## config.mk

```make
export PLATFORM = sky130hd
export DESIGN_NAME = rk4_two_stage_decay_chain
export DESIGN_NICKNAME = d
export VERILOG_FILES = /design/src/rtl/core/rk4dc_pkg.sv /design/src/rtl/core/rk4dc_seq.sv /design/src/rtl/core/rk4_two_stage_decay_chain.sv
export SDC_FILE = /design/constraint.sdc
export NUM_CORES = 2
export LEC_CHECK = 0
export CAP_MARGIN = 10
export CORE_AREA = 2 2 322 404
export DETAILED_ROUTE_END_ITERATION = 16
export DIE_AREA = 0 0 324 406
export DONT_BUFFER_PORTS = 1
export HOLD_SLACK_MARGIN = 0.05
export PLACE_DENSITY = 0.89
export SLEW_MARGIN = 5
export SYNTH_ARGS = -nofsm -noshare
export SYNTH_HDL_FRONTEND = slang
export SYNTH_SLANG_ARGS = --single-unit
```

## constraint.sdc

```tcl
create_clock -name i_clk -period 21 [get_ports i_clk]
set_clock_uncertainty 0.1 [all_clocks]
set_input_delay 0 -clock i_clk [delete_from_list [all_inputs] [get_ports i_clk]]
set_output_delay 0 -clock i_clk [all_outputs]
set_load 0.005 [all_outputs]
```

## src/rtl/core/rk4dc_pkg.sv

```systemverilog
`default_nettype none
// ----------------------------------------------------------------------------
// rk4dc_pkg: shared types and codes of the decay-chain integrator
// Control word layout, micro-op codes and divider sizing used by the
// sequencer and the datapath.
// ----------------------------------------------------------------------------
package rk4dc_pkg;

    localparam int PC_W = 6;

    // Multiplier operand A select.
    localparam logic [3:0] MA_NONE = 4'd0;
    localparam logic [3:0] MA_Y0   = 4'd1;
    localparam logic [3:0] MA_Y1   = 4'd2;
    localparam logic [3:0] MA_D0   = 4'd3;
    localparam logic [3:0] MA_D1   = 4'd4;
    localparam logic [3:0] MA_D2   = 4'd5;
    localparam logic [3:0] MA_S0   = 4'd6;
    localparam logic [3:0] MA_S1   = 4'd7;
    localparam logic [3:0] MA_S2   = 4'd8;

    // Multiplier operand B select.
    localparam logic [1:0] MB_K1 = 2'd0;
    localparam logic [1:0] MB_K2 = 2'd1;
    localparam logic [1:0] MB_H  = 2'd2;

    // Write-back operations on the previous product or the lane registers.
    localparam logic [3:0] WB_NOP  = 4'd0;
    localparam logic [3:0] WB_A    = 4'd1;
    localparam logic [3:0] WB_B    = 4'd2;
    localparam logic [3:0] WB_DER  = 4'd3;
    localparam logic [3:0] WB_ACC1 = 4'd4;
    localparam logic [3:0] WB_ACC2 = 4'd5;
    localparam logic [3:0] WB_Y0   = 4'd6;
    localparam logic [3:0] WB_Y1   = 4'd7;
    localparam logic [3:0] WB_Y2   = 4'd8;
    localparam logic [3:0] WB_T0   = 4'd9;
    localparam logic [3:0] WB_T1   = 4'd10;
    localparam logic [3:0] WB_T2   = 4'd11;
    localparam logic [3:0] WB_DIV  = 4'd12;
    localparam logic [3:0] WB_FIN  = 4'd13;
    localparam logic [3:0] WB_PUSH = 4'd14;

    // Sequencer jump kinds.
    localparam logic [2:0] J_NEXT    = 3'd0;
    localparam logic [2:0] J_IF_LOAD = 3'd1;
    localparam logic [2:0] J_LOOP    = 3'd2;
    localparam logic [2:0] J_GOTO    = 3'd3;
    localparam logic [2:0] J_END     = 3'd4;

    // Divide-by-six unit: quotient bits retired per pass and register width.
    localparam int DIV_BITS  = 8;
    localparam int T_W       = 40;
    localparam int DIV_STEPS = T_W / DIV_BITS;
    localparam int CNT_W     = $clog2(DIV_STEPS);

    typedef struct packed {
        logic [3:0]      mul_a;
        logic [1:0]      mul_b;
        logic [3:0]      wb;
        logic            stage_full;
        logic [2:0]      jump;
        logic [PC_W-1:0] target;
    } t_ctrl;

endpackage
`default_nettype wire

```

## src/rtl/core/rk4dc_seq.sv

```systemverilog
`default_nettype none
// ----------------------------------------------------------------------------
// rk4dc_seq: microcode sequencer
// Program counter, loop counter and the control-word ROM of one item.
// ----------------------------------------------------------------------------
module rk4dc_seq
    import rk4dc_pkg::*;
(
    input  wire logic i_clk,
    input  wire logic i_rst_n,
    input  wire logic i_start,
    input  wire logic i_is_load,
    input  wire logic i_hold,
    output t_ctrl     o_ctrl,
    output logic      o_busy
);

    localparam logic [PC_W-1:0] A_PUSH = PC_W'(33);

    function automatic t_ctrl mk(input logic [3:0] ma, input logic [1:0] mb,
                                 input logic [3:0] wb, input logic full,
                                 input logic [2:0] jmp, input logic [PC_W-1:0] tgt);
        t_ctrl c;
        c.mul_a      = ma;
        c.mul_b      = mb;
        c.wb         = wb;
        c.stage_full = full;
        c.jump       = jmp;
        c.target     = tgt;
        return c;
    endfunction

    // Each word issues at most one multiply and may retire the product of the word before.
    function automatic t_ctrl rom_word(input logic [PC_W-1:0] pc);
        t_ctrl c;
        case (pc)
            6'd0:  c = mk(MA_NONE, MB_K1, WB_NOP,  1'b0, J_IF_LOAD, A_PUSH);
            6'd1:  c = mk(MA_Y0,   MB_K1, WB_NOP,  1'b0, J_NEXT, '0);
            6'd2:  c = mk(MA_Y1,   MB_K2, WB_A,    1'b0, J_NEXT, '0);
            6'd3:  c = mk(MA_NONE, MB_K1, WB_B,    1'b0, J_NEXT, '0);
            6'd4:  c = mk(MA_NONE, MB_K1, WB_DER,  1'b0, J_NEXT, '0);
            6'd5:  c = mk(MA_D0,   MB_H,  WB_ACC1, 1'b0, J_NEXT, '0);
            6'd6:  c = mk(MA_D1,   MB_H,  WB_Y0,   1'b0, J_NEXT, '0);
            6'd7:  c = mk(MA_D2,   MB_H,  WB_Y1,   1'b0, J_NEXT, '0);
            6'd8:  c = mk(MA_Y0,   MB_K1, WB_Y2,   1'b0, J_NEXT, '0);
            6'd9:  c = mk(MA_Y1,   MB_K2, WB_A,    1'b0, J_NEXT, '0);
            6'd10: c = mk(MA_NONE, MB_K1, WB_B,    1'b0, J_NEXT, '0);
            6'd11: c = mk(MA_NONE, MB_K1, WB_DER,  1'b0, J_NEXT, '0);
            6'd12: c = mk(MA_D0,   MB_H,  WB_ACC2, 1'b0, J_NEXT, '0);
            6'd13: c = mk(MA_D1,   MB_H,  WB_Y0,   1'b0, J_NEXT, '0);
            6'd14: c = mk(MA_D2,   MB_H,  WB_Y1,   1'b0, J_NEXT, '0);
            6'd15: c = mk(MA_Y0,   MB_K1, WB_Y2,   1'b0, J_NEXT, '0);
            6'd16: c = mk(MA_Y1,   MB_K2, WB_A,    1'b0, J_NEXT, '0);
            6'd17: c = mk(MA_NONE, MB_K1, WB_B,    1'b0, J_NEXT, '0);
            6'd18: c = mk(MA_NONE, MB_K1, WB_DER,  1'b0, J_NEXT, '0);
            6'd19: c = mk(MA_D0,   MB_H,  WB_ACC2, 1'b0, J_NEXT, '0);
            6'd20: c = mk(MA_D1,   MB_H,  WB_Y0,   1'b1, J_NEXT, '0);
            6'd21: c = mk(MA_D2,   MB_H,  WB_Y1,   1'b1, J_NEXT, '0);
            6'd22: c = mk(MA_Y0,   MB_K1, WB_Y2,   1'b1, J_NEXT, '0);
            6'd23: c = mk(MA_Y1,   MB_K2, WB_A,    1'b0, J_NEXT, '0);
            6'd24: c = mk(MA_NONE, MB_K1, WB_B,    1'b0, J_NEXT, '0);
            6'd25: c = mk(MA_NONE, MB_K1, WB_DER,  1'b0, J_NEXT, '0);
            6'd26: c = mk(MA_NONE, MB_K1, WB_ACC1, 1'b0, J_NEXT, '0);
            6'd27: c = mk(MA_S0,   MB_H,  WB_NOP,  1'b0, J_NEXT, '0);
            6'd28: c = mk(MA_S1,   MB_H,  WB_T0,   1'b0, J_NEXT, '0);
            6'd29: c = mk(MA_S2,   MB_H,  WB_T1,   1'b0, J_NEXT, '0);
            6'd30: c = mk(MA_NONE, MB_K1, WB_T2,   1'b0, J_NEXT, '0);
            6'd31: c = mk(MA_NONE, MB_K1, WB_DIV,  1'b0, J_LOOP, '0);
            6'd32: c = mk(MA_NONE, MB_K1, WB_FIN,  1'b0, J_NEXT, '0);
            6'd33: c = mk(MA_NONE, MB_K1, WB_PUSH, 1'b0, J_END,  '0);
            default: c = mk(MA_NONE, MB_K1, WB_NOP, 1'b0, J_END, '0);
        endcase
        return c;
    endfunction

    logic            r_run;
    logic [PC_W-1:0] r_pc;
    logic [CNT_W-1:0] r_cnt;
    t_ctrl           w_word;

    assign w_word = rom_word(r_pc);
    assign o_ctrl = r_run ? w_word : mk(MA_NONE, MB_K1, WB_NOP, 1'b0, J_NEXT, '0);
    assign o_busy = r_run;

    always_ff @(posedge i_clk) begin
        if (!i_rst_n) begin
            r_run <= 1'b0;
            r_pc  <= '0;
            r_cnt <= CNT_W'(DIV_STEPS - 1);
        end else if (i_start) begin
            r_run <= 1'b1;
            r_pc  <= '0;
        end else if (r_run && !i_hold) begin
            if (w_word.jump != J_LOOP) begin
                r_cnt <= CNT_W'(DIV_STEPS - 1);
            end
            unique case (w_word.jump)
                J_NEXT: begin
                    r_pc <= r_pc + 1'b1;
                end
                J_IF_LOAD: begin
                    r_pc <= i_is_load ? w_word.target : r_pc + 1'b1;
                end
                J_LOOP: begin
                    if (r_cnt != '0) begin
                        r_cnt <= r_cnt - 1'b1;
                    end else begin
                        r_pc <= r_pc + 1'b1;
                    end
                end
                J_GOTO: begin
                    r_pc <= w_word.target;
                end
                default: begin
                    r_run <= 1'b0;
                end
            endcase
        end
    end

endmodule
`default_nettype wire

```

## src/rtl/core/rk4_two_stage_decay_chain.sv

```systemverilog
`default_nettype none
// ----------------------------------------------------------------------------
// rk4_two_stage_decay_chain: fixed-point RK4 step of a two-stage decay chain
// Holds x1, x2, x3 in signed Q16.16; a load item sets them, a step item
// advances them by one saturating fourth-order Runge-Kutta step.
// ----------------------------------------------------------------------------
//  Channel   Direction  Handshake                  Payload
//  input     in         i_in_valid / o_in_ready    i_kind, i_load_first..third
//  result    out        o_out_valid / i_out_ready  o_value_first..third, o_saturated
//  config    in         i_cfg_we                   i_cfg_index, i_cfg_data
//
//  A step item runs 34 microcode words through one 36x17 multiplier, the
//  divide-by-six word repeating 5 times; a load item runs only the first word
//  and the push word. One item is in work at a time; the next is taken while
//  the previous result waits in the output register. Reset is synchronous: rate
//  and step registers return to their defaults and the state to zero. A stalled
//  result holds the sequencer on its final word.
// ----------------------------------------------------------------------------
module rk4_two_stage_decay_chain
    import rk4dc_pkg::*;
(
    input  wire logic               i_clk,
    input  wire logic               i_rst_n,
    input  wire logic               i_in_valid,
    output logic                    o_in_ready,
    input  wire logic               i_kind,
    input  wire logic signed [31:0] i_load_first,
    input  wire logic signed [31:0] i_load_second,
    input  wire logic signed [31:0] i_load_third,
    output logic                    o_out_valid,
    input  wire logic               i_out_ready,
    output logic signed [31:0]      o_value_first,
    output logic signed [31:0]      o_value_second,
    output logic signed [31:0]      o_value_third,
    output logic                    o_saturated,
    input  wire logic               i_cfg_we,
    input  wire logic [1:0]         i_cfg_index,
    input  wire logic [15:0]        i_cfg_data
);

    localparam logic [1:0]  CFG_RATE_FIRST  = 2'd0;
    localparam logic [1:0]  CFG_RATE_SECOND = 2'd1;
    localparam logic [1:0]  CFG_STEP_SIZE   = 2'd2;
    localparam logic [15:0] RATE_FIRST_RST  = 16'd37814;
    localparam logic [15:0] RATE_SECOND_RST = 16'd27656;
    localparam logic [15:0] STEP_SIZE_RST   = 16'd655;
    localparam logic signed [31:0] S32_MAX  = 32'sh7FFF_FFFF;
    localparam logic signed [31:0] S32_MIN  = 32'sh8000_0000;
    // Half of six in Q16, added before the divide by six.
    localparam logic [52:0] SIXTH_RND = 53'd196608;

    function automatic logic ovf32(input logic signed [35:0] v);
        return v[35:31] != {5{v[31]}};
    endfunction

    function automatic logic signed [31:0] sat32(input logic signed [35:0] v);
        if (ovf32(v)) begin
            return v[35] ? S32_MIN : S32_MAX;
        end
        return v[31:0];
    endfunction

    function automatic logic [52:0] mag53(input logic signed [52:0] p);
        return p[52] ? $unsigned(-p) : $unsigned(p);
    endfunction

    // Rounded shift by 16 or 17, nearest with ties away from zero.
    function automatic logic signed [33:0] rnd_shift(input logic signed [52:0] p,
                                                     input logic full);
        logic [52:0] v_sum;
        logic [52:0] v_q;
        v_sum = mag53(p) + (full ? 53'd32768 : 53'd65536);
        v_q   = full ? (v_sum >> 16) : (v_sum >> 17);
        return p[52] ? -$signed(v_q[33:0]) : $signed(v_q[33:0]);
    endfunction

    t_ctrl w_ctrl;
    logic  w_busy;
    logic  w_accept;
    logic  w_stall;
    logic  w_push;

    logic [15:0]        r_k1;
    logic [15:0]        r_k2;
    logic [15:0]        r_h;
    logic signed [31:0] r_x [3];
    logic signed [31:0] r_y [2];
    logic signed [31:0] r_d [3];
    logic signed [35:0] r_sum [3];
    logic [T_W-1:0]     r_t [3];
    logic [2:0]         r_rem [3];
    logic               r_neg [3];
    logic signed [33:0] r_a;
    logic signed [33:0] r_b;
    logic signed [52:0] r_prod;
    logic               r_kind;
    logic               r_clamp;
    logic               r_out_valid;
    logic signed [31:0] r_out_x [3];
    logic               r_out_sat;

    logic signed [35:0] w_ma;
    logic signed [16:0] w_mb;
    logic signed [33:0] w_rnd;
    logic [1:0]         w_lane;
    logic               w_is_stage;
    logic signed [35:0] w_stage_sum;
    logic signed [35:0] w_der_sum [3];
    logic signed [31:0] w_der [3];
    logic signed [35:0] w_fin_sum [3];
    logic [T_W-1:0]     w_tval;
    logic [T_W-1:0]     w_div_t [3];
    logic [2:0]         w_div_rem [3];
    logic               w_flag;

    rk4dc_seq u_seq (
        .i_clk     (i_clk),
        .i_rst_n   (i_rst_n),
        .i_start   (w_accept),
        .i_is_load (~r_kind),
        .i_hold    (w_stall),
        .o_ctrl    (w_ctrl),
        .o_busy    (w_busy)
    );

    assign o_in_ready = ~w_busy;
    assign w_accept   = i_in_valid & ~w_busy;
    assign w_stall    = (w_ctrl.wb == WB_PUSH) & r_out_valid & ~i_out_ready;
    assign w_push     = (w_ctrl.wb == WB_PUSH) & ~w_stall;

    always_comb begin
        unique case (w_ctrl.mul_a)
            MA_Y0:   w_ma = 36'(r_y[0]);
            MA_Y1:   w_ma = 36'(r_y[1]);
            MA_D0:   w_ma = 36'(r_d[0]);
            MA_D1:   w_ma = 36'(r_d[1]);
            MA_D2:   w_ma = 36'(r_d[2]);
            MA_S0:   w_ma = r_sum[0];
            MA_S1:   w_ma = r_sum[1];
            MA_S2:   w_ma = r_sum[2];
            default: w_ma = '0;
        endcase
        unique case (w_ctrl.mul_b)
            MB_K1:   w_mb = $signed({1'b0, r_k1});
            MB_K2:   w_mb = $signed({1'b0, r_k2});
            default: w_mb = $signed({1'b0, r_h});
        endcase
    end

    // Stage point: x plus the rounded step offset of one lane.
    always_comb begin
        unique case (w_ctrl.wb)
            WB_Y1:   w_lane = 2'd1;
            WB_Y2:   w_lane = 2'd2;
            default: w_lane = 2'd0;
        endcase
        w_is_stage  = (w_ctrl.wb == WB_Y0) || (w_ctrl.wb == WB_Y1) ||
                      (w_ctrl.wb == WB_Y2);
        w_rnd       = rnd_shift(r_prod, w_ctrl.stage_full);
        w_stage_sum = 36'(r_x[w_lane]) + 36'(w_rnd);
    end

    always_comb begin
        w_der_sum[0] = -36'(r_a);
        w_der_sum[1] = 36'(r_a) - 36'(r_b);
        w_der_sum[2] = 36'(r_b);
        for (int i = 0; i < 3; i++) begin
            w_der[i]     = sat32(w_der_sum[i]);
            w_fin_sum[i] = r_neg[i] ? 36'(r_x[i]) - $signed({3'b000, r_t[i][32:0]})
                                    : 36'(r_x[i]) + $signed({3'b000, r_t[i][32:0]});
        end
        w_tval = T_W'((mag53(r_prod) + SIXTH_RND) >> 16);
    end

    // Long division by six, DIV_BITS quotient bits per pass, in all three lanes.
    always_comb begin : p_div
        logic [3:0]     v_rem;
        logic [T_W-1:0] v_t;
        for (int i = 0; i < 3; i++) begin
            v_rem = {1'b0, r_rem[i]};
            v_t   = r_t[i];
            for (int j = 0; j < DIV_BITS; j++) begin
                v_rem = {v_rem[2:0], v_t[T_W-1]};
                v_t   = {v_t[T_W-2:0], 1'b0};
                if (v_rem >= 4'd6) begin
                    v_rem  = v_rem - 4'd6;
                    v_t[0] = 1'b1;
                end
            end
            w_div_t[i]   = v_t;
            w_div_rem[i] = v_rem[2:0];
        end
    end

    always_comb begin
        w_flag = 1'b0;
        if (w_ctrl.wb == WB_DER) begin
            w_flag = ovf32(w_der_sum[0]) | ovf32(w_der_sum[1]) | ovf32(w_der_sum[2]);
        end else if (w_is_stage) begin
            w_flag = ovf32(w_stage_sum);
        end else if (w_ctrl.wb == WB_FIN) begin
            w_flag = ovf32(w_fin_sum[0]) | ovf32(w_fin_sum[1]) | ovf32(w_fin_sum[2]);
        end
    end

    always_ff @(posedge i_clk) begin
        if (!i_rst_n) begin
            r_k1        <= RATE_FIRST_RST;
            r_k2        <= RATE_SECOND_RST;
            r_h         <= STEP_SIZE_RST;
            r_clamp     <= 1'b0;
            r_out_valid <= 1'b0;
            for (int i = 0; i < 3; i++) begin
                r_x[i] <= '0;
            end
        end else begin
            if (i_cfg_we) begin
                case (i_cfg_index)
                    CFG_RATE_FIRST:  r_k1 <= i_cfg_data;
                    CFG_RATE_SECOND: r_k2 <= i_cfg_data;
                    CFG_STEP_SIZE:   r_h  <= i_cfg_data;
                    default: ;
                endcase
            end
            if (w_accept) begin
                r_clamp <= 1'b0;
                if (!i_kind) begin
                    r_x[0] <= i_load_first;
                    r_x[1] <= i_load_second;
                    r_x[2] <= i_load_third;
                end
            end else if (w_flag) begin
                r_clamp <= 1'b1;
            end
            if (w_ctrl.wb == WB_FIN) begin
                for (int i = 0; i < 3; i++) begin
                    r_x[i] <= sat32(w_fin_sum[i]);
                end
            end
            if (w_push) begin
                r_out_valid <= 1'b1;
            end else if (i_out_ready) begin
                r_out_valid <= 1'b0;
            end
        end
    end

    always_ff @(posedge i_clk) begin
        r_prod <= w_ma * w_mb;
        if (w_accept) begin
            r_kind <= i_kind;
            r_y[0] <= r_x[0];
            r_y[1] <= r_x[1];
            for (int i = 0; i < 3; i++) begin
                r_sum[i] <= '0;
            end
        end
        unique case (w_ctrl.wb)
            WB_A:   r_a <= rnd_shift(r_prod, 1'b1);
            WB_B:   r_b <= rnd_shift(r_prod, 1'b1);
            WB_DER: begin
                for (int i = 0; i < 3; i++) begin
                    r_d[i] <= w_der[i];
                end
            end
            WB_ACC1: begin
                for (int i = 0; i < 3; i++) begin
                    r_sum[i] <= r_sum[i] + 36'(r_d[i]);
                end
            end
            WB_ACC2: begin
                for (int i = 0; i < 3; i++) begin
                    r_sum[i] <= r_sum[i] + (36'(r_d[i]) <<< 1);
                end
            end
            WB_Y0:  r_y[0] <= sat32(w_stage_sum);
            WB_Y1:  r_y[1] <= sat32(w_stage_sum);
            WB_T0: begin
                r_t[0]   <= w_tval;
                r_rem[0] <= '0;
                r_neg[0] <= r_prod[52];
            end
            WB_T1: begin
                r_t[1]   <= w_tval;
                r_rem[1] <= '0;
                r_neg[1] <= r_prod[52];
            end
            WB_T2: begin
                r_t[2]   <= w_tval;
                r_rem[2] <= '0;
                r_neg[2] <= r_prod[52];
            end
            WB_DIV: begin
                for (int i = 0; i < 3; i++) begin
                    r_t[i]   <= w_div_t[i];
                    r_rem[i] <= w_div_rem[i];
                end
            end
            default: ;
        endcase
        if (w_push) begin
            for (int i = 0; i < 3; i++) begin
                r_out_x[i] <= r_x[i];
            end
            r_out_sat <= r_clamp;
        end
    end

    assign o_out_valid    = r_out_valid;
    assign o_value_first  = r_out_x[0];
    assign o_value_second = r_out_x[1];
    assign o_value_third  = r_out_x[2];
    assign o_saturated    = r_out_sat;

endmodule
`default_nettype wire

```

Word-level counts from Yosys, hierarchy flattened
Memories as Yosys holds them, arrays and structs flattened. A register that Yosys moved wholly into a read port is not among the register bits.
Cells that the tools add are included.

word-level totals
  register bits after elaboration = 183
  bits in writable memories = 592
  memory bits (read-only) = 1,024
  input bits = 120
  output and inout bits = 99
  memories kept = 9

memories
  name             depth  bits a word  read ports  clocked after memory_dff  wr ports  RTL line                         RTL
  (no name shown)  64     16           1           1                         0         rk4dc_seq.sv:36                  case (pc)
  r_t              3      40           3           0                         3         rk4_two_stage_decay_chain.sv:90  logic [T_W-1:0] r_t [3];
  r_sum            3      36           3           0                         3         rk4_two_stage_decay_chain.sv:89  logic signed [35:0] r_sum [3];
  r_d              3      32           3           0                         3         rk4_two_stage_decay_chain.sv:88  logic signed [31:0] r_d [3];
  r_out_x          3      32           3           0                         3         rk4_two_stage_decay_chain.sv:99  logic signed [31:0] r_out_x [3];
  r_x              3      32           4           0                         3         rk4_two_stage_decay_chain.sv:86  logic signed [31:0] r_x [3];
  +3 memories      -      -            -           -                         -         -

operators by class
  add/sub/neg operators = 47
  multiply operators = 1
  $lt $le $gt $ge = 24
  equal/unequal tests = 38
  muxes and demuxes = 177
  bitwise operators = 33
  reduce and logical (&&, ||, !) cells = 21

operator list
  kind                      number
  $mux W32                  38
  $mux W36                  9
  $pmux W36 S8              1
  $add A32 B34 Y35          4
  $mux W40                  3
  $add A36 B32 Y36          3
  $add A36 B33 Y36          3
  $sub A32 B34 Y35          3
  $mux W34                  3
  $ge A4 B3 Y1 const B      24
  $mux W3                   30
  $mux W1                   81
  $sub A3 B3 Y3 const B     24
  $neg A34 Y34              2
  $add A53 B18 Y53 const B  1
  $mul A36 B17 Y53          1
  $mux W53                  1
  $neg A53 Y53              1
  $add A51 B17 Y51          1
  $add A50 B16 Y50 const B  1
  $neg A34 Y36              1
  $sub A34 B34 Y35          1
  $eq A4 B3 Y1 const B      8
  $eq A4 B4 Y1 const B      8
  other kinds (35)          89

Depth between registers and ports, before layout
An unclocked memory read counts as a cell.

  depth after elaboration = 18
  depth in mapped cells = 40

Hierarchy
Synthesis repeated with hierarchy kept, for this count alone.

second synthesis, totals
  cell total of the unflattened synthesis = 9,012
  area, all modules = 79,724.0 sq um

by module, submodules not included
  module                     times used  cells each  area an instance (sq um)
  rk4_two_stage_decay_chain  1           8,797       77,931.0
  rk4dc_seq                  1           215         1,793.0

Worst setup path after synthesis
OpenSTA, ideal clock, no wires.

  path type = register -> register
  from = register u_seq.r_run, in the netlist u_seq.o_busy
  to = register r_prod[51]
  library setup time = 0.118 ns
  arrival time = 8.749 ns
  data required time = 20.782 ns
  setup slack = 12.033 ns
  stages on the path, launching flop included = 32
  cell sequence = dfxtp_1 -> clkbuf_1 -> nand2b_1 -> nor4b_1 -> clkbuf_1 -> buf_1 -> a22oi_1 -> nand4_1 -> clkbuf_1 -> nand2_1 -> fa_1 -> fa_1 -> fa_1 -> inv_1 -> fa_1 -> fa_1 -> inv_1 -> fa_1 -> inv_1 -> ha_1 -> a211o_1 -> o221a_2 -> o21ai_0 -> a211oi_1 -> a211oi_1 -> o311ai_0 -> o311ai_0 -> o21a_1 -> o21ai_0 -> a221oi_1 -> o21ba_2 -> xnor2_1

on the way
  cells in the longest elaborated chain, start to end = 4

RTL lines
  element                                       RTL line                                                            RTL
  start, declared                               rk4dc_seq.sv:76                                                     logic r_run;
  start signal, assigned                        rk4dc_seq.sv:87                                                     r_run <= 1'b0;
  start signal, assigned                        rk4dc_seq.sv:91                                                     r_run <= 1'b1;
  start signal, assigned                        rk4dc_seq.sv:115                                                    r_run <= 1'b0;
  $mux W20 (*)                                  rk4dc_seq.sv:82                                                     assign o_ctrl = r_run ? w_word : mk(MA_NONE, MB_K1, WB_NOP, 1'b0, J_NEXT, '0);
  $eq A4 B4 Y1 (tied with other cells)          rk4_two_stage_decay_chain.sv:132                                    unique case (w_ctrl.mul_a)
  $pmux W36 S8 or $pmux W16 S2 (tied branches)  rk4_two_stage_decay_chain.sv:132, rk4_two_stage_decay_chain.sv:143
  $mul A36 B17 Y53 (*)                          rk4_two_stage_decay_chain.sv:249                                    r_prod <= w_ma * w_mb;
  end signal, assigned                          rk4_two_stage_decay_chain.sv:249
  end, declared                                 rk4_two_stage_decay_chain.sv:95                                     logic signed [52:0] r_prod;

Mark *: on every way between the ends. The rest lies on a longest branch, timed or not.
A chain may end at the register's enable or synchronous reset.

Final worst setup path
  from = register u_seq.w_word[18] (netlist name)
  to = register r_prod[51]

on the way
  cells in the longest elaborated chain, start to end = 4

RTL lines
  element                               RTL line
  $mux W20 (*)                          rk4dc_seq.sv:82
  $eq A4 B4 Y1 (tied with other cells)  rk4_two_stage_decay_chain.sv:132
  $pmux W36 S8 (*)                      rk4_two_stage_decay_chain.sv:132
  $mul A36 B17 Y53 (*)                  rk4_two_stage_decay_chain.sv:249

Marks and branches as above.

==> out/qor.csv <==
metric,value,unit
outcome,finished with violations,
failing checks,"capacitance limit, slew limit",
Synth area leader,edfxtp_1,
worst hold path class,in2reg,
Starting Density,0.617,
TritonCTS clock tree,done,
"IR drop worst, VDD",71.1,uV
Fin Hold WS,148,ps
fin crit share,0.521,
Critical Path AT,11470,ps
remaining routing DRC violations,0,
vias per cell,6.75,
first-pass GRT wire length,450,mm
CP Max Fanout,32,
syn_nets,10036,
Syn Area/Cell,8.91,sq um
WHS Path Cells,4,
Synth Flop Type,edfxtp_1,
Syn Inst Count,8850,
Final WS setup,10060,ps
R2R setup slack,10060,ps
total track usage,0.465,
post-synthesis sequential area ratio,0.284,
CP Class,reg2reg,
Post-synth EDFFs,662,
1st-iter DRT viols,8563,
worst slew pin tran,1580,ps
H-tree lvl count,3,
Cell Pwr Density,65.8,nW/um^2
Core ar.,128000,sq um
Max Clk Rate,0.0914,GHz
Final ANT Viol Nets,0,
Final Hold Fails,0,
RR Startpoint,u_seq.w_word[18],
Nets,10115,
CP Launch Type,flop,
DR vias,72442,
Yosys top cell area share,0.252,
Root Driver,clkbuf_16,
Critical-path top delay cell,a221oi_1,
Placed Area,80500,sq um
final instance area,86500,sq um
CTS sink cnt,789,
"Endpoint, Worst Hold",r_k1[1],
# IOs,219,
crit path time final,10940,ps
Lkg Pwr,0.0370,uW
initial antenna violation count,21,
pin count of the biggest net entering global routing,95,
CTS max path bufs,3,
top post-synthesis cells by area,"edfxtp_1, fa_1, ha_1, xnor2_1, nand2_1",
Setup TNS,0,ps
cts bufs inserted,84,
Unique masters post-synth,98,
relative slew slack,-0.0609,
Hold Path Origin,i_cfg_we,
Syn. warnings,0,
final wirelength,307,mm
"Slew Viols, Final",5,
post-synthesis register bit count,789,
clock latency on the worst-skew pair,820,ps
endpoints failing setup,0,
Die X,324,um
Async SR Flop Fraction,0,
Critical R2R Capture,r_prod[51],
Placement Setup Slack,10570,ps
FF-to-FF path depth,30,
routability cong.,1.11,
router iterations before antenna repair,7,
HPWL after detailed placement,227,mm
mapped cell area,78800,sq um
synthesis-to-finish area growth,9.73,%
share of layout cells above drive strength 1,0.0441,
row cnt,147,
CP required,21520,ps
clock-pin slew on the worst setup and hold paths,60,ps
Critical Path Sink Type,flop,
DIE AREA,132000,sq um
post-CTS sizing,0,
die height,406,um
Crit path top cell by count,fa_1,
GRT overflow,0,
Max-cap violations,2,
RSZ-0062 raised after global routing,false,
Avg WL per Cell,28.6,um
port buffer count,0,
vias in the first global route,71643,
max incr delay on CP,1080,ps
==> metal layers <==
metal | track usage | routed length [um] | vias to the layer above
met5 | 0 | 73 | -
met4 | 0.461 | 38200 | 12
met3 | 0.143 | 36800 | 1718
met2 | 0.711 | 135000 | 5198
met1 | 0.506 | 97400 | 34526
li1 | - | - | 30988
==> repair_timing <==
item,in CTS,in global routing
endpoints found under the hold margin,224,1
setup buffers,0,0
hold buffers,270,1
==> Yosys cell counts (all sizes together) (68+ instances only) <==
cell type  number
a22oi          88
edfxtp        662
clkbuf        354
nor3          157
a221o          68
dfxtp         127
xnor2         458
ha            510
nand3         137
o21bai         73
a31oi         109
fa            556
inv           892
o21ai         405
nor2          700
nand2b         87
a21o          297
o21a           84
and2          100
nand2         998
o22ai          86
nor2b         119
xor2          241
a21oi         617
a22o           68
==> area by class of cell <==
| cell class | instances | area, sq um |
|---|---|---|
| Antenna cell | 16 | 40.0 |
| Clock buffer | 106 | 2200 |
| Clock inverter | 50 | 865 |
| Fill cell | 9766 | 41400 |
| Inverter | 896 | 3360 |
| Multi-Input combinational cell | 6771 | 51800 |
| Sequential cell | 789 | 22400 |
| Tap cell | 1713 | 2140 |
| Timing Repair Buffer | 387 | 3620 |
==> kinds of logic after synthesis <==
family / synth area share
compound gates: 0.187
mux: 0.00910
simple gates: 0.157
fa+ha+maj: 0.222
buf+inv: 0.0619
xor+xnor: 0.0779
flops: 0.284
==> power breakdown <==
part	switching (uW)	internal (uW)	leakage [uW]	total, uW
Sequential	135	1820	0.00736	1960
Combinational	1320	704	0.0282	2030
Clock	755	950	0.00145	1710
==> flip-flops by register name (all words and copies together) (netlist names), 3 cells and up <==
signal,count
r_k2,16
r_prod,53
u_seq.r_pc,6
r_x,96
r_h,16
r_sum,108
r_out_x,96
u_seq.w_word,14
r_neg,3
r_k1,16
r_b,34
r_rem,9
u_seq.r_cnt,3
r_t,120
r_a,34
r_y,64
r_d,96
==> layout by cell type (no fill, tap or decap), types with 36 or more instances in the layout <==
| master | n |
|---|---|
| nand2b_1 | 86 |
| and3_1 | 36 |
| a22o_1 | 67 |
| nor3_1 | 149 |
| or3_1 | 54 |
| a21o_1 | 297 |
| a221o_1 | 68 |
| o211ai_1 | 36 |
| a22oi_1 | 86 |
| o21bai_1 | 73 |
| nand3_1 | 132 |
| o21a_1 | 84 |
| nand4_1 | 60 |
| a31oi_1 | 109 |
| dlygate4sd3_1 | 270 |
| fa_1 | 556 |
| or2_2 | 38 |
| ha_1 | 510 |
| a21oi_1 | 616 |
| dfxtp_1 | 126 |
| o22ai_1 | 86 |
| nand2_1 | 994 |
| mux2i_1 | 66 |
| o21ai_0 | 379 |
| and2_1 | 99 |
| nor2b_1 | 119 |
| a211oi_1 | 51 |
| edfxtp_1 | 662 |
| xor2_1 | 239 |
| a21boi_0 | 48 |
| clkbuf_16 | 84 |
| xnor2_1 | 451 |
| inv_1 | 892 |
| nor2_1 | 687 |
| o31ai_1 | 52 |
| nor4_1 | 54 |
| buf_4 | 113 |
==> worst max-delay path: cells and delay by family (launching register included) <==
kind	cells	cell delay, ps
compound gates	13	5130
xor+xnor	1	120
fa+ha+maj	7	3290
buf+inv	4	410
flops	1	420
simple gates	5	1290
==> worst max path at each step <==
stage                     slack [ps]              from          to
after floorplan                12030      u_seq.o_busy  r_prod[51]
after global placement         10820  u_seq.w_word[18]  r_prod[51]
after detailed placement       10570  u_seq.w_word[18]  r_prod[51]
after CTS                      10460  u_seq.w_word[18]  r_prod[51]
after global routing            9840  u_seq.w_word[18]  r_prod[51]
final                          10060  u_seq.w_word[18]  r_prod[51]
==> through the flow <==
stage / std cells / power (uW) / utilization
6_report: 10728 / 5690 / 0.676
5_1_grt: 10719 / 5850 / 0.676
4_1_cts: 10705 / 5570 / 0.675
3_5_place_dp: 10279 / 3860 / 0.630
3_3_place_gp: 10279 / 3830 / 0.630
2_1_floorplan: 8850 / 3230 / -
Power figures use the tool's default switching activity.
